===== config.mk =====
export PLATFORM = sky130hd
export DESIGN_NAME = macro_escape_decoder
export DESIGN_NICKNAME = d
export VERILOG_FILES = /design/src/rtl/core/med_pkg.sv /design/src/rtl/core/med_front.sv /design/src/rtl/core/med_queue.sv /design/src/rtl/core/med_back.sv /design/src/rtl/core/macro_escape_decoder.sv
export SDC_FILE = /design/constraint.sdc
export NUM_CORES = 1
export LEC_CHECK = 0
export ABC_AREA = 1
export BUFFER_PORTS_ARGS = -buffer_cell sky130_fd_sc_hd__buf_2
export CAP_MARGIN = 40
export CORE_MARGIN = 5
export CORE_UTILIZATION = 25
export CTS_BUF_LIST = sky130_fd_sc_hd__clkbuf_2
export CTS_CLUSTER_DIAMETER = 200
export DETAILED_ROUTE_END_ITERATION = 12
export GPL_TIMING_DRIVEN = 0
export PLACE_DENSITY = 0.42
export SLEW_MARGIN = 20
export SYNTH_ARGS = -nofsm -noshare
export SYNTH_HDL_FRONTEND = slang
export SYNTH_SLANG_ARGS = --single-unit

===== constraint.sdc =====
create_clock -name clk_i -period 18.4 [get_ports clk_i]
set_clock_uncertainty 0.2 [all_clocks]
set_input_delay 4.6 -clock clk_i [delete_from_list [all_inputs] [get_ports clk_i]]
set_output_delay 4.6 -clock clk_i [all_outputs]
set_load 0.02 [all_outputs]

===== src/rtl/core/med_pkg.sv =====
// ----------------------------------------------------------------------------
// med_pkg
// Shared types of the macro escape decoder: result kinds, one result
// and the group of results that one text byte can cause.
// ----------------------------------------------------------------------------
package med_pkg;

  // result kinds
  typedef enum logic [1:0] {
    KIND_TYPE  = 2'd0,
    KIND_PAUSE = 2'd1,
    KIND_DONE  = 2'd2
  } kind_e;

  // most results that one text byte can cause
  localparam int unsigned RunSlots   = 3;
  localparam int unsigned QueueDepth = 2;

  // one result
  typedef struct packed {
    kind_e       kind;
    logic [31:0] value;
  } res_t;

  // results of one text byte, slot 0 first
  typedef struct packed {
    logic [1:0]                count;
    res_t [RunSlots-1:0]       slot;
  } run_t;

endpackage


===== src/rtl/core/med_front.sv =====
// ----------------------------------------------------------------------------
// med_front
// Escape parser. Takes one text byte per cycle while fire_i is high, updates the parse state
// and hands the results that byte causes to the queue as one group.
// ----------------------------------------------------------------------------
module med_front (
  input  logic            clk_i,
  input  logic            rst_ni,
  input  logic            fire_i,
  input  logic [7:0]      text_char_i,
  input  logic            final_char_i,
  output logic            push_o,
  output med_pkg::run_t   run_o
);

  localparam logic [7:0] ChBackslash = 8'h5C;
  localparam logic [7:0] ChPause     = 8'h73;
  localparam logic [7:0] ChSlash     = 8'h2F;

  typedef enum logic [2:0] {
    MODE_NORMAL,
    MODE_ESC,
    MODE_HEX1,
    MODE_PAUSE,
    MODE_SKIP
  } mode_e;

  mode_e       mode_q, mode_d;
  logic [7:0]  held_q, held_d;
  logic [31:0] cnt_q, cnt_d;
  logic        done_q, done_d;

  // append one result to a group
  function automatic med_pkg::run_t add_res(med_pkg::run_t r_in, med_pkg::kind_e kind,
                                            logic [31:0] value);
    med_pkg::run_t r;
    r = r_in;
    r.slot[r.count].kind  = kind;
    r.slot[r.count].value = value;
    r.count = r.count + 2'd1;
    return r;
  endfunction

  // end of text: what is pending, then the finish marker
  function automatic med_pkg::run_t flush(med_pkg::run_t r_in, mode_e m, logic [7:0] held,
                                          logic [31:0] cnt);
    med_pkg::run_t r;
    r = r_in;
    case (m)
      MODE_ESC: begin
        r = add_res(r, med_pkg::KIND_TYPE, {24'd0, ChBackslash});
      end
      MODE_HEX1: begin
        r = add_res(r, med_pkg::KIND_TYPE, {24'd0, ChBackslash});
        r = add_res(r, med_pkg::KIND_TYPE, {24'd0, held});
      end
      MODE_PAUSE: begin
        r = add_res(r, med_pkg::KIND_PAUSE, cnt);
      end
      default: ;
    endcase
    r = add_res(r, med_pkg::KIND_DONE, 32'd0);
    return r;
  endfunction

  // hex digit: bit 4 set when the character is a hex digit
  function automatic logic [4:0] hex_val(logic [7:0] c);
    logic [4:0] h;
    h = 5'd0;
    if (c >= 8'h30 && c <= 8'h39) begin
      h = {1'b1, c[3:0]};
    end else if ((c >= 8'h41 && c <= 8'h46) || (c >= 8'h61 && c <= 8'h66)) begin
      h = {1'b1, c[3:0] + 4'd9};
    end
    return h;
  endfunction

  logic [4:0]  h1, h2;
  logic [7:0]  hex_byte;
  logic [35:0] cnt_mul;
  logic [31:0] cnt_next;
  logic        is_digit;

  // hex byte from the held character and this one
  assign h1 = hex_val(held_q);
  assign h2 = hex_val(text_char_i);
  always_comb begin
    hex_byte = 8'd0;
    if (h1[4]) begin
      hex_byte = h2[4] ? {h1[3:0], h2[3:0]} : {4'd0, h1[3:0]};
    end
  end

  // decimal step of the pause count, saturating
  assign is_digit = (text_char_i >= 8'h30) && (text_char_i <= 8'h39);
  assign cnt_mul  = {1'b0, cnt_q, 3'd0} + {3'd0, cnt_q, 1'b0} + {32'd0, text_char_i[3:0]};
  assign cnt_next = (cnt_mul[35:32] != 4'd0) ? 32'hFFFF_FFFF : cnt_mul[31:0];

  // parse step
  always_comb begin
    logic fin;
    fin    = final_char_i;
    run_o  = '0;
    mode_d = mode_q;
    held_d = held_q;
    cnt_d  = cnt_q;
    done_d = done_q;
    if (mode_q == MODE_SKIP) begin
      if (fin) begin
        mode_d = MODE_NORMAL;
        held_d = 8'd0;
        cnt_d  = 32'd0;
        done_d = 1'b0;
      end
    end else if (text_char_i == 8'd0) begin
      run_o  = flush(run_o, mode_q, held_q, cnt_q);
      mode_d = fin ? MODE_NORMAL : MODE_SKIP;
      held_d = 8'd0;
      cnt_d  = 32'd0;
      done_d = 1'b0;
    end else begin
      unique case (mode_q)
        MODE_ESC: begin
          if (text_char_i == ChBackslash) begin
            run_o  = add_res(run_o, med_pkg::KIND_TYPE, {24'd0, ChBackslash});
            mode_d = MODE_NORMAL;
          end else if (text_char_i == ChPause) begin
            mode_d = MODE_PAUSE;
            cnt_d  = 32'd0;
            done_d = 1'b0;
          end else begin
            held_d = text_char_i;
            mode_d = MODE_HEX1;
          end
        end
        MODE_HEX1: begin
          mode_d = MODE_NORMAL;
          held_d = 8'd0;
          if (hex_byte == 8'd0) begin
            run_o  = add_res(run_o, med_pkg::KIND_DONE, 32'd0);
            cnt_d  = 32'd0;
            done_d = 1'b0;
            mode_d = fin ? MODE_NORMAL : MODE_SKIP;
            fin    = 1'b0;
          end else begin
            run_o = add_res(run_o, med_pkg::KIND_TYPE, {24'd0, hex_byte});
          end
        end
        MODE_PAUSE: begin
          if (text_char_i == ChSlash) begin
            run_o  = add_res(run_o, med_pkg::KIND_PAUSE, cnt_q);
            mode_d = MODE_NORMAL;
            done_d = 1'b0;
          end else if (!done_q) begin
            if (is_digit) begin
              cnt_d = cnt_next;
            end else begin
              done_d = 1'b1;
            end
          end
        end
        default: begin
          if (text_char_i == ChBackslash) begin
            mode_d = MODE_ESC;
          end else begin
            run_o = add_res(run_o, med_pkg::KIND_TYPE, {24'd0, text_char_i});
          end
        end
      endcase
      // end of text after this byte
      if (fin) begin
        run_o  = flush(run_o, mode_d, held_d, cnt_d);
        mode_d = MODE_NORMAL;
        held_d = 8'd0;
        cnt_d  = 32'd0;
        done_d = 1'b0;
      end
    end
  end

  assign push_o = fire_i && (run_o.count != 2'd0);

  // parse state
  always_ff @(posedge clk_i or negedge rst_ni) begin
    if (!rst_ni) begin
      mode_q <= MODE_NORMAL;
      held_q <= 8'd0;
      cnt_q  <= 32'd0;
      done_q <= 1'b0;
    end else if (fire_i) begin
      mode_q <= mode_d;
      held_q <= held_d;
      cnt_q  <= cnt_d;
      done_q <= done_d;
    end
  end

  // skipped text gives no results
  a_skip_silent: assert property (@(posedge clk_i) disable iff (!rst_ni)
    (mode_q == MODE_SKIP) |-> !push_o)
    else $error("result pushed while skipping");

  // a zero byte outside skip mode always ends with the finish marker
  a_zero_done: assert property (@(posedge clk_i) disable iff (!rst_ni)
    (fire_i && mode_q != MODE_SKIP && text_char_i == 8'd0) |->
      (push_o && run_o.slot[run_o.count - 2'd1].kind == med_pkg::KIND_DONE))
    else $error("zero byte without finish marker");

endmodule


===== src/rtl/core/med_queue.sv =====
// ----------------------------------------------------------------------------
// med_queue
// Short queue of result groups between the parser and the output side.
// ----------------------------------------------------------------------------
module med_queue (
  input  logic            clk_i,
  input  logic            rst_ni,
  input  logic            push_i,
  input  med_pkg::run_t   push_data_i,
  input  logic            pop_i,
  output med_pkg::run_t   head_o,
  output logic            empty_o,
  output logic            full_o
);

  localparam int unsigned Depth  = med_pkg::QueueDepth;
  localparam int unsigned PtrW   = (Depth > 1) ? $clog2(Depth) : 1;
  localparam int unsigned CountW = $clog2(Depth + 1);

  med_pkg::run_t         mem_q [Depth];
  logic [PtrW-1:0]       wr_ptr_q, rd_ptr_q;
  logic [CountW-1:0]     count_q;

  assign empty_o = (count_q == CountW'(0));
  assign full_o  = (count_q == CountW'(Depth));
  assign head_o  = mem_q[rd_ptr_q];

  // entry storage
  always_ff @(posedge clk_i) begin
    if (push_i) begin
      mem_q[wr_ptr_q] <= push_data_i;
    end
  end

  // pointers and fill count
  always_ff @(posedge clk_i or negedge rst_ni) begin
    if (!rst_ni) begin
      wr_ptr_q <= '0;
      rd_ptr_q <= '0;
      count_q  <= '0;
    end else begin
      if (push_i) begin
        wr_ptr_q <= (wr_ptr_q == PtrW'(Depth - 1)) ? '0 : wr_ptr_q + PtrW'(1);
      end
      if (pop_i) begin
        rd_ptr_q <= (rd_ptr_q == PtrW'(Depth - 1)) ? '0 : rd_ptr_q + PtrW'(1);
      end
      if (push_i && !pop_i) begin
        count_q <= count_q + CountW'(1);
      end else if (pop_i && !push_i) begin
        count_q <= count_q - CountW'(1);
      end
    end
  end

  a_no_overflow: assert property (@(posedge clk_i) disable iff (!rst_ni)
    push_i |-> !full_o)
    else $error("push into full queue");

  a_no_underflow: assert property (@(posedge clk_i) disable iff (!rst_ni)
    pop_i |-> !empty_o)
    else $error("pop from empty queue");

endmodule


===== src/rtl/core/med_back.sv =====
// ----------------------------------------------------------------------------
// med_back
// Output side. Walks the head group of the queue one result per cycle into the output
// register while out_stall_i allows it and marks the last result of each group.
// ----------------------------------------------------------------------------
module med_back (
  input  logic            clk_i,
  input  logic            rst_ni,
  input  med_pkg::run_t   head_i,
  input  logic            empty_i,
  output logic            pop_o,
  output logic            out_valid_o,
  input  logic            out_stall_i,
  output logic [1:0]      kind_o,
  output logic [31:0]     value_o,
  output logic            run_end_o
);

  logic [1:0] idx_q;
  logic       valid_q;
  logic       load;
  logic       last;

  // output register may take a new word
  assign load  = !valid_q || !out_stall_i;
  assign last  = (idx_q == head_i.count - 2'd1);
  assign pop_o = load && !empty_i && last;

  assign out_valid_o = valid_q;

  // result walk and output register
  always_ff @(posedge clk_i or negedge rst_ni) begin
    if (!rst_ni) begin
      idx_q   <= 2'd0;
      valid_q <= 1'b0;
    end else if (load) begin
      valid_q <= !empty_i;
      if (!empty_i) begin
        idx_q <= last ? 2'd0 : idx_q + 2'd1;
      end
    end
  end

  // output payload
  always_ff @(posedge clk_i) begin
    if (load && !empty_i) begin
      kind_o    <= head_i.slot[idx_q].kind;
      value_o   <= head_i.slot[idx_q].value;
      run_end_o <= last;
    end
  end

  // walk stays inside the head group
  a_idx_range: assert property (@(posedge clk_i) disable iff (!rst_ni)
    !empty_i |-> (idx_q < head_i.count))
    else $error("result index beyond group");

  // walk restarts at each new group
  a_idx_reset: assert property (@(posedge clk_i) disable iff (!rst_ni)
    pop_o |=> (idx_q == 2'd0))
    else $error("result index not cleared after pop");

endmodule


===== src/rtl/core/macro_escape_decoder.sv =====
// ----------------------------------------------------------------------------
// macro_escape_decoder
// Turns macro text into typed characters, pauses and a finish marker.
//
//   channel   direction  handshake                  payload
//   input     in         in_valid_i / in_stall_o    text_char_i, final_char_i
//   output    out        out_valid_o / out_stall_i  kind_o, value_o, run_end_o
//
// One text word per cycle enters the parser while in_stall_o is low; its results
// are written into the group queue and from there into the output register.
// The output side sends one result word per cycle while out_stall_i is low,
// so a byte with two or three results holds the output for one word per result; the two-group queue
// absorbs that and in_stall_o rises only while the queue is full.
// Reset returns the parser to normal text and empties the queue.
// ----------------------------------------------------------------------------
module macro_escape_decoder (
  input  logic        clk_i,
  input  logic        rst_ni,
  input  logic        in_valid_i,
  output logic        in_stall_o,
  input  logic [7:0]  text_char_i,
  input  logic        final_char_i,
  output logic        out_valid_o,
  input  logic        out_stall_i,
  output logic [1:0]  kind_o,
  output logic [31:0] value_o,
  output logic        run_end_o
);

  logic          fire;
  logic          push;
  logic          pop;
  logic          empty;
  logic          full;
  med_pkg::run_t run;
  med_pkg::run_t head;

  // input word accepted
  assign in_stall_o = full;
  assign fire       = in_valid_i && !full;

  // parser
  med_front u_front (
    .clk_i        (clk_i),
    .rst_ni       (rst_ni),
    .fire_i       (fire),
    .text_char_i  (text_char_i),
    .final_char_i (final_char_i),
    .push_o       (push),
    .run_o        (run)
  );

  // group queue
  med_queue u_queue (
    .clk_i       (clk_i),
    .rst_ni      (rst_ni),
    .push_i      (push),
    .push_data_i (run),
    .pop_i       (pop),
    .head_o      (head),
    .empty_o     (empty),
    .full_o      (full)
  );

  // output side
  med_back u_back (
    .clk_i       (clk_i),
    .rst_ni      (rst_ni),
    .head_i      (head),
    .empty_i     (empty),
    .pop_o       (pop),
    .out_valid_o (out_valid_o),
    .out_stall_i (out_stall_i),
    .kind_o      (kind_o),
    .value_o     (value_o),
    .run_end_o   (run_end_o)
  );

endmodule

==> results of run 1 <==
==> flip-flops by register name, indices dropped and copies added, names as in the netlist <==
register,flops
u_back.idx_q,2
u_back.kind_o,2
u_back.out_valid_o,1
u_back.run_end_o,1
u_back.value_o,32
u_front.cnt_q,32
u_front.done_q,1
u_front.held_q,8
u_front.mode_q,3
u_queue.count_q,2
u_queue.mem_q,158
u_queue.rd_ptr_q,1
u_queue.wr_ptr_q,1
==> worst min-delay path, delay by kind of cell, from the launching register on <==
kind / cells / cell delay, ps
DFF: 1 / 360
and+or+nand+nor: 2 / 110
==> worst paths after layout <==
path                                  endpoint  slack, ps
hold / removal                u_queue.wr_ptr_q        290
min in group asynchronous   u_back.out_valid_o       3310
max in group asynchronous    u_front.cnt_q[29]      14120
setup / recovery           u_queue.mem_q[1][8]      10270
setup reg to reg           u_queue.mem_q[1][8]      13890
hold reg to reg               u_queue.wr_ptr_q        290
==> kinds of logic (layout without fill, tap and decap cells) <==
kind of cell / count (synthesis) / after routing / synth area share (%)
XOR/XNOR: 29 / 29 / 1.71
multiplexers: 1 / 1 / 0.0672
flip-flops: 244 / 244 / 47.5
adder cells (fa/ha/maj): 79 / 79 / 6.74
other: 1 / 67 / 0.0252
AND/OR/NAND/NOR: 740 / 740 / 20.6
AO/OA/AOI/OAI: 446 / 446 / 16.1
buffers and inverters: 276 / 444 / 7.24
==> power by group through the flow <==
stage	registers (mW)	clock network [mW]	logic [mW]
2_1_floorplan	0.935	0	0.557
6_report	0.864	0.356	0.967
4_1_cts	0.866	0.377	0.983
3_3_place_gp	0.896	0	0.947
5_1_grt	0.880	0.404	1.08
3_5_place_dp	0.879	0	0.979
==> layout make-up <==
class	count	area, um2	share of cell area (%)
Antenna cell	1	2.50	0.0147
Buffer	68	297	1.74
Clock buffer	86	430	2.52
Clock inverter	26	109	0.638
Inverter	208	785	4.60
Multi-Input combinational cell	1361	6990	41.0
Sequential cell	244	7070	41.5
Tap cell	773	967	5.67
Timing Repair Buffer	56	405	2.38
==> layer usage <==
| metal | vias to the layer above | part of all wire (%) | wire, um |
|---|---|---|---|
| met3 | 88 | 4.1 | 1950 |
| met2 | 322 | 47 | 22200 |
| met5 | - | 0 | 0 |
| met4 | 0 | 3.3 | 1570 |
| li1 | 6508 | - | - |
| met1 | 6000 | 46 | 21500 |
==> per-stage QoR <==
stage	std cells	setup WS (ps)	power [mW]	hold WS, ps	instance area [um2]
after global routing	2823	10020	2.36	338	17100
after detailed placement	2710	9340	1.86	272	16500
after floorplan	1881	8020	1.49	242	15100
after CTS	2822	10320	2.23	295	17100
final	2823	10270	2.19	289	17100
after global placement	2703	4600	1.84	255	16300
==> cells in the final DEF (no fill, tap or decap), drive strengths merged, types with 2 or more instances in the layout <==
cell	instances
nand2	357
nor2	264
o21ai	212
inv	201
edfxtp	193
a21oi	152
clkbuf	138
nand3	82
ha	77
buf	72
conb	66
dfrtp	51
clkinv	32
o22ai	27
nor3	18
xor2	18
a31oi	16
nand4	16
o211ai	12
xnor2	11
o31ai	10
a21boi	6
o21bai	4
o32ai	2
fa	2
==> run summary, run 1 <==
ANT nets after route -> 0
Filler Cell Count -> 6,427
Post-synth cell types -> 49
Gr usage total -> 14.4%
Port Buffers -> 49
Critical Path AT -> 8490 ps
Mapped Cells -> 1,816
Max Root-Sink Buffers -> 3
Yosys top cell by area -> edfxtp_1
Critical path type -> input port to register
# H-tree levels -> 2
Final setup fails -> 0
GRT overflow -> 0
Share of post-route cells with drive strength above 1 -> 10.2%
Starting DRT DRC Count -> 857
Minimum clock period -> 8130 ps
Yosys warns -> 0
Worst-skew pair later-pin latency -> 910 ps
Worst hold start -> u_queue.wr_ptr_q
Via count -> 12,900
Share of the yosys chip area belonging to registers -> 47.5%
Quantity of gates resized following cts -> 0
DR WL/cell -> 16.7 um
Buf+Inv Stages, Crit Path -> 7
Hold_buf cts -> 0
Layout Area Growth over Synthesis -> 14.6%
Chip Height -> 254 um
Initial core utilization -> 25.2%
CP required -> 18,760 ps
Setup Buffers After CTS -> 0
Final Slew Violations -> 0
Lkg Pwr -> 7.38 nW
Synth Flop Type -> edfxtp_1
CTS Buf Count -> 60
Max FO, Critical Path -> 23
CP startpoint -> text_char_i[0]
Clock Power Share -> 16.3%
Vias per std cell -> 4.58
Drt drc -> 0
Die area -> 64,500 um2
Crit-path slowest cell -> o21ai_1
Gate power share -> 44.2%
Post-DP HPWL -> 36,100 um
Setup TNS -> 0 ps
Fin. Hold Viols -> 0
DRT Pass-1 Iters -> 6
Vias in the first global route -> 12,600
Worst Tran Pin Value -> 789 ps
Register share of total power -> 39.5%
Synthesized area per cell -> 8.20 um2
TritonCTS clock tree -> done
CP peak stage delay -> 380 ps
Die X -> 254 um
Crit path top cell by count -> nand2_1
Max-slew headroom at the worst pin -> 47.0%
Hold Path Stages -> 2
Share of the synthesized area in the top cell type -> 38.9%
Largest cells by area after synthesis -> edfxtp_1 39%, nand2_1 8.7%, dfrtp_1 8.6%
NetSw -> 0.976 mW
Hold Crit Class -> register to register
Critical path cell sequence -> buf_2 -> inv_1 -> ha_1 -> nand2_1 -> nor2_1 -> nand3_2 -> clkinv_1 -> o21ai_1 -> nand2_1 -> ha_1 -> o21ai_0 -> nand3_1 -> nand2_1 -> nand2_1 -> nor2_4 -> buf_12 -> buf_12 -> buf_16 -> buf_8
Post-synth EDFFs -> 193
GR Util met1 -> 19.2%
Unrepaired setup endpoints after global routing -> no
Startpoint Class -> input port
Mapped cell area -> 14,900 um2
PD cells -> 128 nW/um2
Initial antenna violation count -> 1
Int Pwr -> 1.21 mW
Levels on crit path -> 19
Delay-heaviest family, CP -> buffers and inverters
Net total in the final layout -> 2,091
Worst-path clk slew -> 100 ps
Critical R2R Launch -> u_front.mode_q[1]
Critical path capture point type -> register
Final Core Density -> 28.9%
MaxCap Viol Count -> 0
Most frequent cell after synthesis -> nand2_1
Largest net degree at the start of global routing -> 51
Crit share post-route -> 44.2%
Cell Rows -> 89
Peak supply drop -> 0.0832 mV
CTS Sinks -> 244
Yosys reg bits -> 244
Grt met2 use -> 23.9%
Global-route wire length before repair -> 73,100 um
Core area -> 59,000 um2
Clk root buf -> clkbuf_2
Post-synth top cells -> 345 x nand2_1, 255 x nor2_1, 193 x edfxtp_1
GRT Max-Usage Layer -> met2
Switching share of power -> 44.6%
Grt met3 use -> 1.84%
FMAX -> 123 MHz
Ports -> 50
Share of synthesized flip-flops with an asynchronous set or reset -> 20.9%
Status -> finished clean
Reg2reg path depth -> 18
WL final -> 47,200 um
Gp weighted congestion -> 0.901
Note: power is estimated with default switching activity, not from simulation.
==> inputs of run 2 (changes only) <==
==> constraint.sdc (replaced) <==
create_clock -name clk_i -period 7.7 [get_ports clk_i]
set_clock_uncertainty 0.2 [all_clocks]
set_input_delay 1.925 -clock clk_i [delete_from_list [all_inputs] [get_ports clk_i]]
set_output_delay 1.925 -clock clk_i [all_outputs]
set_load 0.02 [all_outputs]
==> run summary, run 2 (synthesis results as in run 1) <==
Gr usage total -> 14.2%
Crit share post-route -> 73.0%
Vias per std cell -> 4.51
Largest net degree at the start of global routing -> 52
Die X -> 254 um
Initial antenna violation count -> 2
Setup Buffers After CTS -> 0
Hold Crit Class -> register to register
Critical path type -> input port to register
Commonest non-fill, non-tap cell in the layout -> nand2_1
Clk root buf -> clkbuf_2
CTS Sinks -> 244
WL final -> 47,100 um
Dpl ws -> 1220 ps
Register share of total power -> 39.7%
Grt met3 use -> 1.60%
ANT nets after route -> 0
Unrepaired setup endpoints after global routing -> no
NetSw -> 2.32 mW
Final Core Density -> 28.9%
Final Slew Violations -> 0
Worst-path clk slew -> 100 ps
Ports -> 50
DR WL/cell -> 16.7 um
Most frequent cells in the layout -> 345 x nand2_1, 254 x nor2_1, 193 x edfxtp_1, 184 x inv_1, 175 x o21ai_0
Fin. Hold Viols -> 0
Starting DRT DRC Count -> 687
Setup TNS -> 0 ps
FMAX -> 178 MHz
Global-route wire length before repair -> 72,400 um
Dpl cells -> 2,709
Net total in the final layout -> 2,090
Peak supply drop -> 0.137 mV
Port Buffers -> 49
CTS Buf Count -> 60
GR Util met1 -> 19.1%
DRT Pass-1 Iters -> 5
Quantity of gates resized following cts -> 0
Lkg Pwr -> 7.38 nW
Startpoint Class -> input port
Grt met2 use -> 23.9%
Final setup fails -> 0
Worst-skew pair later-pin latency -> 950 ps
# H-tree levels -> 2
CP startpoint -> text_char_i[0]
Gate power share -> 44.1%
Drt drc -> 0
Status -> finished clean
Clock Power Share -> 16.3%
Worst hold start -> u_queue.wr_ptr_q
GRT Max-Usage Layer -> met2
Chip Height -> 254 um
Hold_buf cts -> 0
Max Root-Sink Buffers -> 3
Max-slew headroom at the worst pin -> 47.8%
Core area -> 59,000 um2
Post-DP HPWL -> 36,100 um
Critical path capture point type -> register
Gp weighted congestion -> 0.898
Most flops, register -> u_queue.mem_q
Final setup margin -> 2080 ps
Share of post-route cells with drive strength above 1 -> 10.2%
Die area -> 64,500 um2
Switching share of power -> 44.5%
Largest register FFs -> 158
Initial core utilization -> 25.2%
CP required -> 8050 ps
Vias in the first global route -> 12,500
GRT overflow -> 0
MaxCap Viol Count -> 0
TritonCTS clock tree -> done
Non-Filler Instances -> 2,824
Int Pwr -> 2.89 mW
Worst Tran Pin Value -> 781 ps
Largest regs -> u_queue.mem_q: 158 flops, u_back.value_o: 32 flops, u_front.cnt_q: 32 flops
Via count -> 12,700
Critical Path AT -> 5970 ps
Max FO, Critical Path -> 23
Cell Rows -> 89
PD cells -> 305 nW/um2
Minimum clock period -> 5620 ps
Critical R2R Launch -> u_front.mode_q[2]
Layout Area Growth over Synthesis -> 14.5%
[run 2: cell types whose count changed in the layout (fill, tap and decap cells not counted), sizes merged]
cell	delta
clkinv	-2
diode	+4
buf	-1
[run 2: power by group through the flow]
stage	Combinational (mW)	Sequential (mW)	Clock, mW
final	2.29	2.07	0.847
after global routing	2.57	2.10	0.958
after CTS	2.34	2.07	0.891
after detailed placement	2.33	2.10	0
after global placement	2.26	2.13	0
after floorplan	1.33	2.23	0
[run 2: layout make-up]
cell class / count / area, um2
Timing Repair Buffer: 55 / 390
Sequential cell: 244 / 7070
Clock inverter: 24 / 104
Clock buffer: 86 / 430
Inverter: 208 / 785
Antenna cell: 5 / 12.5
Buffer: 68 / 297
Tap cell: 773 / 967
Multi-Input combinational cell: 1361 / 6990
Fill cell: 6437 / 42000
[run 2: worst max-delay path, stage by stage]
cell,delay (ps)
buf_2,220
inv_1,180
ha_1,270
nand2_1,70
nor2_1,50
nand3_2,200
clkinv_1,350
o21ai_1,380
nand2_1,210
ha_1,320
o21ai_0,190
nand3_1,130
nand2_1,160
nand2_1,150
nor2_4,620
buf_12,270
buf_12,210
[run 2: routing by layer]
| metal | share of wire, % | routed length [um] |
|---|---|---|
| met1 | 46 | 21700 |
| met2 | 47 | 22000 |
| met3 | 3.8 | 1810 |
| met4 | 3.5 | 1650 |
| met5 | 0 | 0 |
[run 2: per-stage QoR]
step           power [mW]  area [um2]  hold slack (ps)
6_report             5.21       17000              278
3_3_place_gp         4.39       16300              255
4_1_cts              5.30       17000              281
2_1_floorplan        3.56       15100              242
5_1_grt              5.63       17000              288
3_5_place_dp         4.43       16500              261
[run 2: worst paths after layout]
path	cells past startpoint	endpoint	slack, ps
max in group asynchronous	2	u_front.cnt_q[31]	6120
max	17	u_queue.mem_q[1][23]	2080
max reg2reg	15	u_queue.mem_q[1][23]	3000
min in group asynchronous	1	u_back.idx_q[0]	640
min reg2reg	2	u_queue.wr_ptr_q	280
min	2	u_queue.wr_ptr_q	280
==> inputs of run 3 (changes only) <==
--- a/config.mk
+++ b/config.mk
@@ -14,7 +14,7 @@
 export CTS_CLUSTER_DIAMETER = 200
 export DETAILED_ROUTE_END_ITERATION = 12
 export GPL_TIMING_DRIVEN = 0
-export PLACE_DENSITY = 0.42
+export PLACE_DENSITY = 0.43
 export SLEW_MARGIN = 20
 export SYNTH_ARGS = -nofsm -noshare
 export SYNTH_HDL_FRONTEND = slang
==> constraint.sdc (replaced) <==
create_clock -name clk_i -period 4.75 [get_ports clk_i]
set_clock_uncertainty 0.2 [all_clocks]
set_input_delay 1.1875 -clock clk_i [delete_from_list [all_inputs] [get_ports clk_i]]
set_output_delay 1.1875 -clock clk_i [all_outputs]
set_load 0.02 [all_outputs]
==> run summary, run 3 (synthesis results as in run 1) <==
Status -> finished clean
Fin. Hold Viols -> 0
Critical R2R Launch -> u_front.cnt_q[2]
Chip Height -> 254 um
CTS Sinks -> 244
Final Cell Area -> 17,100 um2
Largest regs -> u_queue.mem_q: 158 flops, u_back.value_o: 32 flops, u_front.cnt_q: 32 flops
Minimum clock period -> 4530 ps
Starting DRT DRC Count -> 784
Gp weighted congestion -> 0.883
Worst-skew pair later-pin latency -> 890 ps
Largest register FFs -> 158
Switching share of power -> 44.6%
Lkg Pwr -> 7.42 nW
Die X -> 254 um
Critical path capture point type -> register
DRT Pass-1 Iters -> 5
Largest net degree at the start of global routing -> 46
Vias in the first global route -> 12,500
Most flops, register -> u_queue.mem_q
Most frequent cells in the layout -> 345 x nand2_1, 254 x nor2_1, 193 x edfxtp_1, 184 x inv_1, 175 x o21ai_0
Vias per std cell -> 4.57
Quantity of gates resized following cts -> 0
Worst hold start -> u_queue.wr_ptr_q
Net total in the final layout -> 2,098
Clock Power Share -> 16.0%
Die area -> 64,500 um2
Register share of total power -> 39.2%
Final Core Density -> 29.0%
Initial antenna violation count -> 1
Via count -> 12,900
Max FO, Critical Path -> 18
Unrepaired setup endpoints after global routing -> no
Filler Cell Count -> 6,386
Cell Rows -> 89
Global-route wire length before repair -> 73,100 um
Post-DP HPWL -> 36,200 um
NetSw -> 3.81 mW
TritonCTS clock tree -> done
PD cells -> 498 nW/um2
Crit share post-route -> 95.4%
DR WL/cell -> 16.9 um
Final setup fails -> 0
R2R Setup Slk -> 420 ps
Initial core utilization -> 25.2%
Setup TNS -> 0 ps
Core area -> 59,000 um2
Peak supply drop -> 0.302 mV
# H-tree levels -> 2
Reg2reg path depth -> 22
Ports -> 50
R2r endpoint -> u_queue.mem_q[0][7]
Placed Area -> 16,600 um2
Max-slew headroom at the worst pin -> 45.7%
CP required -> 5130 ps
Port Buffers -> 49
Hold Crit Class -> register to register
Final Slew Violations -> 0
Gate power share -> 44.8%
Area of the multi-input gates -> 7000 um2
Worst Hold End -> u_queue.wr_ptr_q
Max Root-Sink Buffers -> 3
Worst Tran Pin Value -> 814 ps
MaxCap Viol Count -> 0
Worst-path clk slew -> 100 ps
Register area -> 7070 um2
Startpoint Class -> input port
Critical Path AT -> 4910 ps
ANT nets after route -> 0
Gr usage total -> 14.4%
Share of post-route cells with drive strength above 1 -> 10.5%
Commonest non-fill, non-tap cell in the layout -> nand2_1
FMAX -> 221 MHz
Layout Area Growth over Synthesis -> 15.1%
Clk root buf -> clkbuf_2
Int Pwr -> 4.73 mW
GRT overflow -> 0
Critical path type -> input port to register
Hold Path Stages -> 2
CTS Buf Count -> 61
Drt drc -> 0
WL final -> 47,800 um
[run 3: cell types whose count changed in the layout (fill, tap and decap cells not counted), sizes merged]
cell,previous run,this run
clkinv,30,27
dlygate4sd3,0,1
clkinvlp,1,2
diode,5,1
buf,71,76
[run 3: metrics by stage]
step | hold WS [ps] | worst slack (ps) | power, mW | instances
floorplan | 242 | 4.50 | 5.77 | 1881
global placement | 256 | -1790 | 7.13 | 2703
detailed placement | 275 | -779 | 7.27 | 2712
CTS | 194 | 240 | 8.68 | 2820
global route | 248 | 21.3 | 9.20 | 2824
finish | 291 | 220 | 8.54 | 2824
[run 3: power groups by stage]
| stage | sequential, mW | combinational [mW] | clock, mW |
|---|---|---|---|
| after floorplan | 3.60 | 2.17 | 0 |
| after global placement | 3.43 | 3.70 | 0 |
| after detailed placement | 3.40 | 3.87 | 0 |
| after CTS | 3.35 | 3.88 | 1.44 |
| after global routing | 3.40 | 4.26 | 1.54 |
| final | 3.35 | 3.82 | 1.37 |
[run 3: how the worst max path moves through the flow]
stage	start	to	slack [ps]
2_1_floorplan	text_char_i[0]	u_queue.mem_q[1][0]	5
3_3_place_gp	text_char_i[0]	u_queue.mem_q[1][21]	-1790
3_5_place_dp	text_char_i[0]	u_queue.mem_q[0][60]	-780
4_1_cts	text_char_i[0]	u_queue.mem_q[0][42]	240
5_1_grt	text_char_i[0]	u_queue.mem_q[0][56]	20
6_report	text_char_i[0]	u_queue.mem_q[1][64]	220
[run 3: critical path, cell delays in order]
cell and delay (ps):
buf_2 190, inv_1 170, ha_1 260, nand2_1 80, nor2_1 50, nand3_2 180
clkinv_1 360, o21ai_2 330, nand2_1 180, ha_1 320, o21ai_0 150, nand3_1 140
nand2_1 150, nand2_1 140, nor2_4 270, buf_16 210, buf_16 180, buf_16 170
buf_16 160
[run 3: routing by layer]
metal / global-route usage [%] / part of all wire, %
met1: 18.9 / 45
met2: 24.9 / 48
met3: 1.90 / 4.5
met4: 4.20 / 2.3
met5: 0 / 0
[run 3: timing repair]
action                                  in CTS  in global routing
endpoints found under the setup margin       0                 26
hold buffers                                 1                  0
buffers inserted                             0                  2
endpoints found under the hold margin        6                  0
[run 3: cell type report]
class / instances / share of cell area, %
Sequential cell: 244 / 41.2
Timing Repair Buffer: 61 / 2.90
Clock buffer: 86 / 2.51
Tap cell: 773 / 5.64
Buffer: 68 / 1.73
Clock inverter: 21 / 0.511
Antenna cell: 1 / 0.0146
Multi-Input combinational cell: 1361 / 40.8
Inverter: 208 / 4.58
Timing Repair inverter: 1 / 0.0292
